## src/rtl/assert_macros.svh

```systemverilog
// Assertion macros for the RTL files that check themselves
`ifndef ASSERT_MACROS_SVH
`define ASSERT_MACROS_SVH

// Property that must hold at every rising edge of clk once out of reset
`define ASSERT_ALWAYS(label, prop, msg) \
  label: assert property (@(posedge clk) disable iff (!rst_n) (prop)) else $error(msg);

// When cond holds at an edge, prop must hold at that same edge
`define ASSERT_IMPLY(label, cond, prop, msg) \
  label: assert property (@(posedge clk) disable iff (!rst_n) (cond) |-> (prop)) \
    else $error(msg);

`endif

```

## src/rtl/elx_pkg.sv

```systemverilog
// Types, character constants and classification functions of the expression lexer
`timescale 1ns / 1ps
package elx_pkg;

  localparam int LEN_BITS   = 16;
  localparam int OUT_BITS   = 16;
  localparam int LEAD_CHARS = 4;
  localparam int MAX_TOKENS = 3;

  localparam logic [LEN_BITS-1:0] LEN_MAX = '1;

  // Characters the lexer cares about
  localparam logic [7:0] CH_UNDERSCORE = 8'h5F;
  localparam logic [7:0] CH_PLUS       = 8'h2B;
  localparam logic [7:0] CH_MINUS      = 8'h2D;
  localparam logic [7:0] CH_STAR       = 8'h2A;
  localparam logic [7:0] CH_SLASH      = 8'h2F;
  localparam logic [7:0] CH_LPAREN     = 8'h28;
  localparam logic [7:0] CH_RPAREN     = 8'h29;
  localparam logic [7:0] CH_EQUAL      = 8'h3D;
  localparam logic [7:0] CH_SEMI       = 8'h3B;
  localparam logic [7:0] CH_SPACE      = 8'h20;
  localparam logic [7:0] CH_TAB        = 8'h09;
  localparam logic [7:0] CH_CR         = 8'h0D;
  localparam logic [7:0] CH_LOWER_A    = 8'h61;
  localparam logic [7:0] CH_LOWER_Z    = 8'h7A;
  localparam logic [7:0] CH_UPPER_A    = 8'h41;
  localparam logic [7:0] CH_UPPER_Z    = 8'h5A;
  localparam logic [7:0] CH_ZERO       = 8'h30;
  localparam logic [7:0] CH_NINE       = 8'h39;
  localparam logic [7:0] CH_LOWER_I    = 8'h69;
  localparam logic [7:0] CH_LOWER_F    = 8'h66;
  localparam logic [7:0] CH_LOWER_E    = 8'h65;
  localparam logic [7:0] CH_LOWER_L    = 8'h6C;
  localparam logic [7:0] CH_LOWER_S    = 8'h73;

  localparam logic [LEN_BITS-1:0] LEN_IF   = 16'd2;
  localparam logic [LEN_BITS-1:0] LEN_ELSE = 16'd4;

  typedef enum logic [1:0] {
    MODE_IDLE   = 2'd0,
    MODE_IDENT  = 2'd1,
    MODE_NUMBER = 2'd2
  } mode_t;

  typedef enum logic [3:0] {
    KIND_IDENT   = 4'd0,
    KIND_NUMBER  = 4'd1,
    KIND_PLUS    = 4'd2,
    KIND_MINUS   = 4'd3,
    KIND_STAR    = 4'd4,
    KIND_SLASH   = 4'd5,
    KIND_LPAREN  = 4'd6,
    KIND_RPAREN  = 4'd7,
    KIND_EQUAL   = 4'd8,
    KIND_SEMI    = 4'd9,
    KIND_IF      = 4'd10,
    KIND_ELSE    = 4'd11,
    KIND_END     = 4'd12,
    KIND_INVALID = 4'd13
  } kind_t;

  typedef logic [LEAD_CHARS-1:0][7:0] lead_t;

  typedef struct packed {
    kind_t               kind;
    logic [OUT_BITS-1:0] start;
    logic [LEN_BITS-1:0] length;
    logic                last;
  } tok_t;

  // Tokens caused by one input word, in delivery order
  typedef struct packed {
    tok_t [MAX_TOKENS-1:0] slot;
    logic [1:0]            count;
  } tok_batch_t;

  function automatic logic is_letter(input logic [7:0] c);
    return (c >= CH_UPPER_A && c <= CH_UPPER_Z) ||
           (c >= CH_LOWER_A && c <= CH_LOWER_Z) || (c == CH_UNDERSCORE);
  endfunction

  function automatic logic is_digit(input logic [7:0] c);
    return c >= CH_ZERO && c <= CH_NINE;
  endfunction

  // C-locale whitespace: space, TAB, LF, VT, FF, CR
  function automatic logic is_space(input logic [7:0] c);
    return (c == CH_SPACE) || (c >= CH_TAB && c <= CH_CR);
  endfunction

  function automatic kind_t op_kind(input logic [7:0] c);
    kind_t k;
    case (c)
      CH_PLUS:   k = KIND_PLUS;
      CH_MINUS:  k = KIND_MINUS;
      CH_STAR:   k = KIND_STAR;
      CH_SLASH:  k = KIND_SLASH;
      CH_LPAREN: k = KIND_LPAREN;
      CH_RPAREN: k = KIND_RPAREN;
      CH_EQUAL:  k = KIND_EQUAL;
      CH_SEMI:   k = KIND_SEMI;
      default:   k = KIND_INVALID;
    endcase
    return k;
  endfunction

  // Identifier kind, with keyword match on the stored leading characters
  function automatic kind_t ident_kind(input logic [LEN_BITS-1:0] len, input lead_t lead);
    kind_t k;
    k = KIND_IDENT;
    if (len == LEN_IF && lead[0] == CH_LOWER_I && lead[1] == CH_LOWER_F) begin
      k = KIND_IF;
    end else if (len == LEN_ELSE && lead[0] == CH_LOWER_E && lead[1] == CH_LOWER_L &&
                 lead[2] == CH_LOWER_S && lead[3] == CH_LOWER_E) begin
      k = KIND_ELSE;
    end
    return k;
  endfunction

endpackage

```

## src/rtl/expression_lexer.sv

```systemverilog
// Expression lexer top level: input register, lexer core and token buffer
// The first token of a byte is registered in the input register, then in the token buffer.
// Throughput: one byte per cycle while each byte yields at most one token and out_ready
//   is high; a byte that yields more tokens holds the input while they drain through the one-word output port.
// Reset: synchronous active-low rst_n empties both registers and returns the
//   lexer to idle at offset zero.
`timescale 1ns / 1ps
module expression_lexer import elx_pkg::*; #(
  parameter int POSITION_BITS = 16
) (
  input  logic                clk,
  input  logic                rst_n,
  input  logic                in_valid,
  output logic                in_ready,
  input  logic [7:0]          in_ch,
  input  logic                in_end_of_input,
  output logic                out_valid,
  input  logic                out_ready,
  output logic [3:0]          out_token_kind,
  output logic [OUT_BITS-1:0] out_token_start,
  output logic [LEN_BITS-1:0] out_token_length,
  output logic                out_last_result
);

`include "assert_macros.svh"

  logic       in_valid_r;
  logic [7:0] ch_r;
  logic       eoi_r;
  logic       room;
  logic       commit;
  tok_batch_t batch;
  tok_t       head;

  assign commit   = in_valid_r && room;
  assign in_ready = !in_valid_r || commit;

  // Input word register
  always_ff @(posedge clk) begin
    if (!rst_n) begin
      in_valid_r <= 1'b0;
    end else if (in_valid && in_ready) begin
      in_valid_r <= 1'b1;
    end else if (commit) begin
      in_valid_r <= 1'b0;
    end
  end

  always_ff @(posedge clk) begin
    if (in_valid && in_ready) begin
      ch_r  <= in_ch;
      eoi_r <= in_end_of_input;
    end
  end

  elx_core #(
    .POSITION_BITS(POSITION_BITS)
  ) u_core (
    .clk   (clk),
    .rst_n (rst_n),
    .commit(commit),
    .ch    (ch_r),
    .eoi   (eoi_r),
    .batch (batch)
  );

  elx_tok_buf u_buf (
    .clk      (clk),
    .rst_n    (rst_n),
    .load     (commit),
    .batch    (batch),
    .out_ready(out_ready),
    .room     (room),
    .out_valid(out_valid),
    .head     (head)
  );

  assign out_token_kind   = head.kind;
  assign out_token_start  = head.start;
  assign out_token_length = head.length;
  assign out_last_result  = head.last;

  // Nothing waiting at the output means the input side takes a word
  `ASSERT_IMPLY(a_ready_when_empty, !out_valid, in_ready, "input blocked with empty buffer")
  // The end token closes the tokens of its byte
  `ASSERT_IMPLY(a_end_is_last, out_valid && out_token_kind == KIND_END, out_last_result,
                "end token not marked last")
  // The end token has no characters
  `ASSERT_IMPLY(a_end_len_zero, out_valid && out_token_kind == KIND_END,
                out_token_length == '0, "end token with nonzero length")

endmodule

```

## src/rtl/elx_core.sv

```systemverilog
// Lexer state and the per-word token builder
`timescale 1ns / 1ps
module elx_core import elx_pkg::*; #(
  parameter int POSITION_BITS = 16
) (
  input  logic       clk,
  input  logic       rst_n,
  input  logic       commit,
  input  logic [7:0] ch,
  input  logic       eoi,
  output tok_batch_t batch
);

  localparam int PB = POSITION_BITS;

  mode_t               mode_r, mode_nxt;
  logic [PB-1:0]       pos_r, pos_nxt;
  logic [PB-1:0]       run_start_r, run_start_nxt;
  logic [LEN_BITS-1:0] run_len_r, run_len_nxt;
  lead_t               lead_r, lead_nxt;

  // Offsets wider than the output field report as all ones
  function automatic logic [OUT_BITS-1:0] sat_pos(input logic [PB-1:0] v);
    logic [PB+OUT_BITS-1:0] e;
    e = {{OUT_BITS{1'b0}}, v};
    return (e[PB+OUT_BITS-1:OUT_BITS] != '0) ? '1 : e[OUT_BITS-1:0];
  endfunction

  logic                letter, digit, space, extended, in_run;
  mode_t               mode1;
  logic [PB-1:0]       rs1, pos1;
  logic [LEN_BITS-1:0] rl1;
  lead_t               lead1;
  tok_t [3:0]          cand;
  logic [3:0]          cand_v;
  tok_t [3:0]          lst;
  logic [2:0]          n;

  assign letter = is_letter(ch);
  assign digit  = is_digit(ch);
  assign space  = is_space(ch);
  assign in_run = (mode_r == MODE_IDENT) || (mode_r == MODE_NUMBER);

  // Extend, close or open a run with this character
  always_comb begin
    extended = 1'b0;
    mode1    = mode_r;
    rs1      = run_start_r;
    rl1      = run_len_r;
    lead1    = lead_r;
    case (mode_r)
      MODE_IDENT:  extended = letter || digit;
      MODE_NUMBER: extended = digit;
      default:     extended = 1'b0;
    endcase
    if (extended) begin
      if (mode_r == MODE_IDENT && run_len_r < LEN_BITS'(LEAD_CHARS)) begin
        lead1[run_len_r[1:0]] = ch;
      end
      if (run_len_r != LEN_MAX) begin
        rl1 = run_len_r + LEN_BITS'(1);
      end
    end else if (letter) begin
      mode1    = MODE_IDENT;
      rs1      = pos_r;
      rl1      = LEN_BITS'(1);
      lead1[0] = ch;
    end else if (digit) begin
      mode1 = MODE_NUMBER;
      rs1   = pos_r;
      rl1   = LEN_BITS'(1);
    end else begin
      mode1 = MODE_IDLE;
    end
    pos1 = (pos_r == '1) ? pos_r : pos_r + PB'(1);
  end

  // Candidate tokens in output order: closed run, operator, run closed by end, end
  always_comb begin
    cand_v[0]      = !extended && in_run;
    cand[0].kind   = (mode_r == MODE_IDENT) ? ident_kind(run_len_r, lead_r) : KIND_NUMBER;
    cand[0].start  = sat_pos(run_start_r);
    cand[0].length = run_len_r;
    cand[0].last   = 1'b0;

    cand_v[1]      = !extended && !letter && !digit && !space;
    cand[1].kind   = op_kind(ch);
    cand[1].start  = sat_pos(pos_r);
    cand[1].length = LEN_BITS'(1);
    cand[1].last   = 1'b0;

    cand_v[2]      = eoi && (mode1 == MODE_IDENT || mode1 == MODE_NUMBER);
    cand[2].kind   = (mode1 == MODE_IDENT) ? ident_kind(rl1, lead1) : KIND_NUMBER;
    cand[2].start  = sat_pos(rs1);
    cand[2].length = rl1;
    cand[2].last   = 1'b0;

    cand_v[3]      = eoi;
    cand[3].kind   = KIND_END;
    cand[3].start  = sat_pos(pos1);
    cand[3].length = '0;
    cand[3].last   = 1'b0;
  end

  // Pack the valid candidates; at most three are ever valid together
  always_comb begin
    lst = cand;
    n   = '0;
    for (int i = 0; i < 4; i++) begin
      if (cand_v[i]) begin
        lst[n[1:0]] = cand[i];
        n = n + 3'd1;
      end
    end
    for (int i = 0; i < MAX_TOKENS; i++) begin
      lst[i].last = (3'(i) == n - 3'd1);
    end
    batch.slot  = lst[MAX_TOKENS-1:0];
    batch.count = n[1:0];
  end

  // Next state; end of input returns to idle at offset zero
  always_comb begin
    lead_nxt = lead1;
    if (eoi) begin
      mode_nxt      = MODE_IDLE;
      pos_nxt       = '0;
      run_start_nxt = '0;
      run_len_nxt   = '0;
    end else begin
      mode_nxt      = mode1;
      pos_nxt       = pos1;
      run_start_nxt = rs1;
      run_len_nxt   = rl1;
    end
  end

  always_ff @(posedge clk) begin
    if (!rst_n) begin
      mode_r      <= MODE_IDLE;
      pos_r       <= '0;
      run_start_r <= '0;
      run_len_r   <= '0;
    end else if (commit) begin
      mode_r      <= mode_nxt;
      pos_r       <= pos_nxt;
      run_start_r <= run_start_nxt;
      run_len_r   <= run_len_nxt;
    end
  end

  // Leading characters: only entries below the run length are ever read
  always_ff @(posedge clk) begin
    if (commit) begin
      lead_r <= lead_nxt;
    end
  end

endmodule

```

## src/rtl/elx_tok_buf.sv

```systemverilog
// Three-entry token buffer that drains one word per cycle to the output while out_ready is high
`timescale 1ns / 1ps
module elx_tok_buf import elx_pkg::*; (
  input  logic       clk,
  input  logic       rst_n,
  input  logic       load,
  input  tok_batch_t batch,
  input  logic       out_ready,
  output logic       room,
  output logic       out_valid,
  output tok_t       head
);

  tok_t [MAX_TOKENS-1:0] slot_r;
  logic [1:0]            cnt_r;
  logic                  pop;

  assign out_valid = (cnt_r != 2'd0);
  assign head      = slot_r[0];
  assign pop       = out_valid && out_ready;
  // A new batch fits once the buffer is empty at this edge
  assign room      = (cnt_r == 2'd0) || (cnt_r == 2'd1 && out_ready);

  // Count of waiting tokens
  always_ff @(posedge clk) begin
    if (!rst_n) begin
      cnt_r <= 2'd0;
    end else if (load) begin
      cnt_r <= batch.count;
    end else if (pop) begin
      cnt_r <= cnt_r - 2'd1;
    end
  end

  // Token slots, head at entry 0
  always_ff @(posedge clk) begin
    if (load) begin
      slot_r <= batch.slot;
    end else if (pop) begin
      slot_r[0] <= slot_r[1];
      slot_r[1] <= slot_r[2];
    end
  end

endmodule
```

## config.mk

```make
export PLATFORM = sky130hd
export DESIGN_NAME = expression_lexer
export DESIGN_NICKNAME = d
export VERILOG_FILES = /design/src/rtl/elx_pkg.sv /design/src/rtl/expression_lexer.sv /design/src/rtl/elx_core.sv /design/src/rtl/elx_tok_buf.sv
export VERILOG_INCLUDE_DIRS = /design/src /design/src/rtl
export SDC_FILE = /design/constraint.sdc
export NUM_CORES = 1
export LEC_CHECK = 0
export ABC_AREA = 1
export BUFFER_PORTS_ARGS = -buffer_cell sky130_fd_sc_hd__buf_2
export CAP_MARGIN = 20
export CORE_UTILIZATION = 57
export DETAILED_ROUTE_END_ITERATION = 10
export PLACE_DENSITY = 0.86
export SLEW_MARGIN = 20
export SYNTH_ARGS = -nofsm -noshare
export SYNTH_HDL_FRONTEND = slang
export SYNTH_HIERARCHICAL = 1
export SYNTH_SLANG_ARGS = --single-unit
```

## constraint.sdc

```tcl
create_clock -name clk -period 4.4 [get_ports clk]
set_clock_uncertainty 0.05 [all_clocks]
set_input_delay 0.44 -clock clk [delete_from_list [all_inputs] [get_ports clk]]
set_output_delay 0.44 -clock clk [all_outputs]
set_load 0.03 [all_outputs]
```

==> results.md <==
- Total wire length: 34700 um
- Most frequent cells in the layout: nand2_1, inv_1, edfxtp_1
- Register area: 0.00563 mm2
- CTS Sinks: 205
- Inserted Clock Buffers: 24
- Max Buffers Root-to-Sink: 3
- WP data arrival: 4.42 ns
- Cell Area, Synth: 0.0134 mm2
- Vias per cell: 5.64
- Chip height: ~160 um
- WHS Path Cells: 1
- Largest net degree at the start of global routing: 84
- DRT iter0 DRCs: 1459
- First-pass GRT wire length: 56700 um
- Clock root buffer: clkbuf_16
- Nets@finish: 1892
- Final Hold Vio Count: 0
- Total Power: 6060 uW
- Worst reg-to-reg path cell count: 24
- Vias in the first global route: 11300
- CP Capture Point: u_buf/head[0]
- Area grow syn2layout: 6.34%
- Routability Congestion: around 0.97
- Initial Utilization: 58.5%
- Commonest non-fill, non-tap cell in the layout: nand2_1
- Seq cells post-synth: 205
- Gate power share: 24.7%
- Share of the clock period used by the worst path: ~92%
- Diode count: 0
- Net switching power: 2050 uW
- Final ANT Viol Nets: 0
- CP max FO: 18
- Critical Path End Type: flop
- Chip width: roughly 160 um
- Placeable Area: 0.0228 mm2
- Initial antenna violation count: 0
- Mean post-synth cell area: 7.05 um2
- Reg2reg start: ch_r[6]
- I/O pin total: 52
- RSZ-0062 raised after global routing: no
- Crit Reg-Reg Endpoint: u_buf/head[0]
- Worst min path class: in2reg
- Max stage delay on crit path: approximately 0.42 ns
- P_int: 4010 uW
- Levels on crit path: 24
- Sequential cell area fraction in the yosys report: 42.1%
- Worst slew pin tran: 1.05 ns
- Fillers: about 2000
- Max cap viols: 0
- Maximum clock frequency: 0.246 GHz
- Post-detail-place hpwl: between 20000 and 25000 um
- Post-synthesis async set-or-reset flop share: 0%
- Avg WL per Cell: 15.8 um
- Critical path's top delay family: simple AND/OR/NAND/NOR gates
- Clock Latency Late Sink: 0.54 ns
- CP Class: reg2reg
- Worst-path clk slew: 0.06 ns
- CP startpoint: ch_r[6]
- Post-Synthesis Cells: 1895
- Leakage: around 0.0062 uW
- H-tree depth: 1
- Sw frac: 33.9%
- Seq pwr share: 43.7%
- Max Slew Vio Count: 0
- Syn_nets: 1924
- Gr usage total: roughly 29%
- CTS tree: done
- Ys flop type: edfxtp_1
- Layout cells sized above 1: 9.30%
- DR DRC count: 0
- Clock power share: a little under a third
- Critical-path top delay cell: edfxtp_1
- Post-layout minimum cycle time: 4.07 ns
- Synth warn: 6
- Rows: 55
- Critical Path, Cell by Cell: inv_2 > nand2_1 > nor2_4 > o21ai_4 > o21ai_4 > nand3_4 > clkinv_8 > nand2_1 > o21ai_1 > inv_1 > ha_1 > nor2_1 > inv_1 > nor2_1 > inv_1 > nand2_1 > inv_1 > ha_1 > or2_2 > o21ai_0 > inv_1 > nor3_1 > nand2_1 > nand2_1
- Total die area: between 0.02 and 0.025 mm2
- Slew margin rel.: 30.2%
- Final setup TNS: 0 ns
- Post-synth EDFFs: 152
- # hold bufs at CTS: 0
- Outcome: completed
- Multi-input gate area: roughly 0.006 mm2
- Final setup fails: 0
- Crit path launch type: flop
- Via count: 12400
- Reg2Reg Setup Slack: about 0.33 ns
- Distinct cells, synth: 46
- IO Port Bufs: between 50 and 60
- Max VDD drop: 0.343 mV
- Worst Path Buf+Inv: 7
- Data required, critical path: between 4 and 5 ns
- Gr ovfl total: 0
- DRT Pass-1 Iters: 6
- Power per cell area: 426 mW/mm2
## flip-flops by register name, indices dropped and copies added, names as in the netlist
name	flops
u_core/run_start_r	16
u_core/pos_r	16
u_core/mode_r	2
eoi_r	1
u_core/lead_r	32
u_core/run_len_r	16
u_buf/slot_r	74
u_buf/cnt_r	2
u_buf/head	37
in_valid_r	1
ch_r	8
## repair_timing
| item | 4_1_cts | 5_1_grt |
|---|---|---|
| endpoints found under the setup margin | 0 | 2 |
| setup buffers | 0 | 4 |
| gates resized for setup | 0 | 6 |
## cell type report
| cell class | count | area share (%) |
|---|---|---|
| Clock inverter | 12 | 0.502 |
| Inverter | 206 | 5.56 |
| Tap cell | 313 | 2.76 |
| Clock buffer | 32 | 4.89 |
| Sequential cell | 205 | 39.6 |
| Multi-Input combinational cell | 1341 | 43.1 |
| Timing Repair Buffer | 85 | 3.62 |
## cells by family (layout without fill, tap and decap cells)
family | count (synthesis) | after routing | synth area share, %
adder cells (fa/ha/maj) | 16 | 16 | 1.50
AO/OA/AOI/OAI | 295 | 295 | 12.1
buffers and inverters | 349 | 335 | 12.2
flip-flops | 205 | 205 | 42.1
XOR/XNOR | 12 | 12 | 0.786
AND/OR/NAND/NOR | 1018 | 1018 | 31.4
## power groups by stage
stage	registers, uW	logic, uW	clock network [uW]
after floorplan	2650	1260	0
after global placement	2680	1430	0
after detailed placement	2690	1460	0
after CTS	2650	1470	1930
after global routing	2680	1650	2010
final	2650	1500	1910
## how the worst min path moves through the flow
stage	startpoint	end	slack (ns)
global route	in_ch[7]	ch_r[7]	0.04
global placement	u_core/run_start_r[10]	u_core/run_start_r[10]	0.40
detailed placement	u_core/run_start_r[11]	u_core/run_start_r[11]	0.41
floorplan	u_core/run_start_r[10]	u_core/run_start_r[10]	0.40
CTS	in_ch[0]	ch_r[0]	0.03
finish	in_ch[0]	ch_r[0]	0.04
## cells in the mapped netlist, types with 8 or more instances
| cell | number | area [um2] |
|---|---|---|
| a21oi_1 | 123 | 616 |
| nor3_1 | 26 | 130 |
| clkbuf_1 | 54 | 203 |
| inv_1 | 187 | 702 |
| ha_1 | 16 | 200 |
| nor2_1 | 133 | 499 |
| xor2_1 | 12 | 105 |
| buf_4 | 43 | 323 |
| o21ai_0 | 118 | 591 |
| nand2_1 | 721 | 2710 |
| nor4_1 | 8 | 50.1 |
| edfxtp_1 | 152 | 4560 |
| dfxtp_1 | 53 | 1060 |
| o21ai_1 | 10 | 50.1 |
| buf_2 | 29 | 145 |
| a22oi_1 | 12 | 90.1 |
| inv_2 | 15 | 56.3 |
| nand2_2 | 8 | 50.1 |
| nand3_1 | 51 | 255 |
| nand4_1 | 51 | 319 |
| buf_6 | 15 | 169 |
## per-stage QoR
stage	setup WS, ns	util (%)	hold slack, ns	cell area [um2]	cells
after floorplan	0.374	-	0.395	13400	1895
after global placement	0.420	58.7	0.403	13400	2146
after detailed placement	0.328	58.7	0.409	13400	2146
after CTS	0.316	62.0	0.0302	14200	2190
after global routing	0.0376	62.2	0.0387	14200	2194
final	0.334	62.2	0.0388	14200	2194
## worst reg2reg max path, delay by kind of cell, from the launching register on
family | cells | cell delay [ns]
buffers and inverters | 7 | 0.72
flip-flops | 1 | 0.42
AO/OA/AOI/OAI | 4 | 0.58
AND/OR/NAND/NOR | 11 | 1.64
adder cells (fa/ha/maj) | 2 | 0.55
## metal layers
| metal | up-vias | GRT usage, % | share of wire [%] |
|---|---|---|---|
| li1 | 6018 | - | - |
| met1 | 5601 | 40.4 | 42 |
| met2 | 686 | 45.1 | 43 |
| met3 | 80 | 6.96 | 12 |
| met4 | 0 | 10.0 | 2.6 |
| met5 | - | 0 | 0 |
Note: power is estimated with default switching activity, not from simulation.
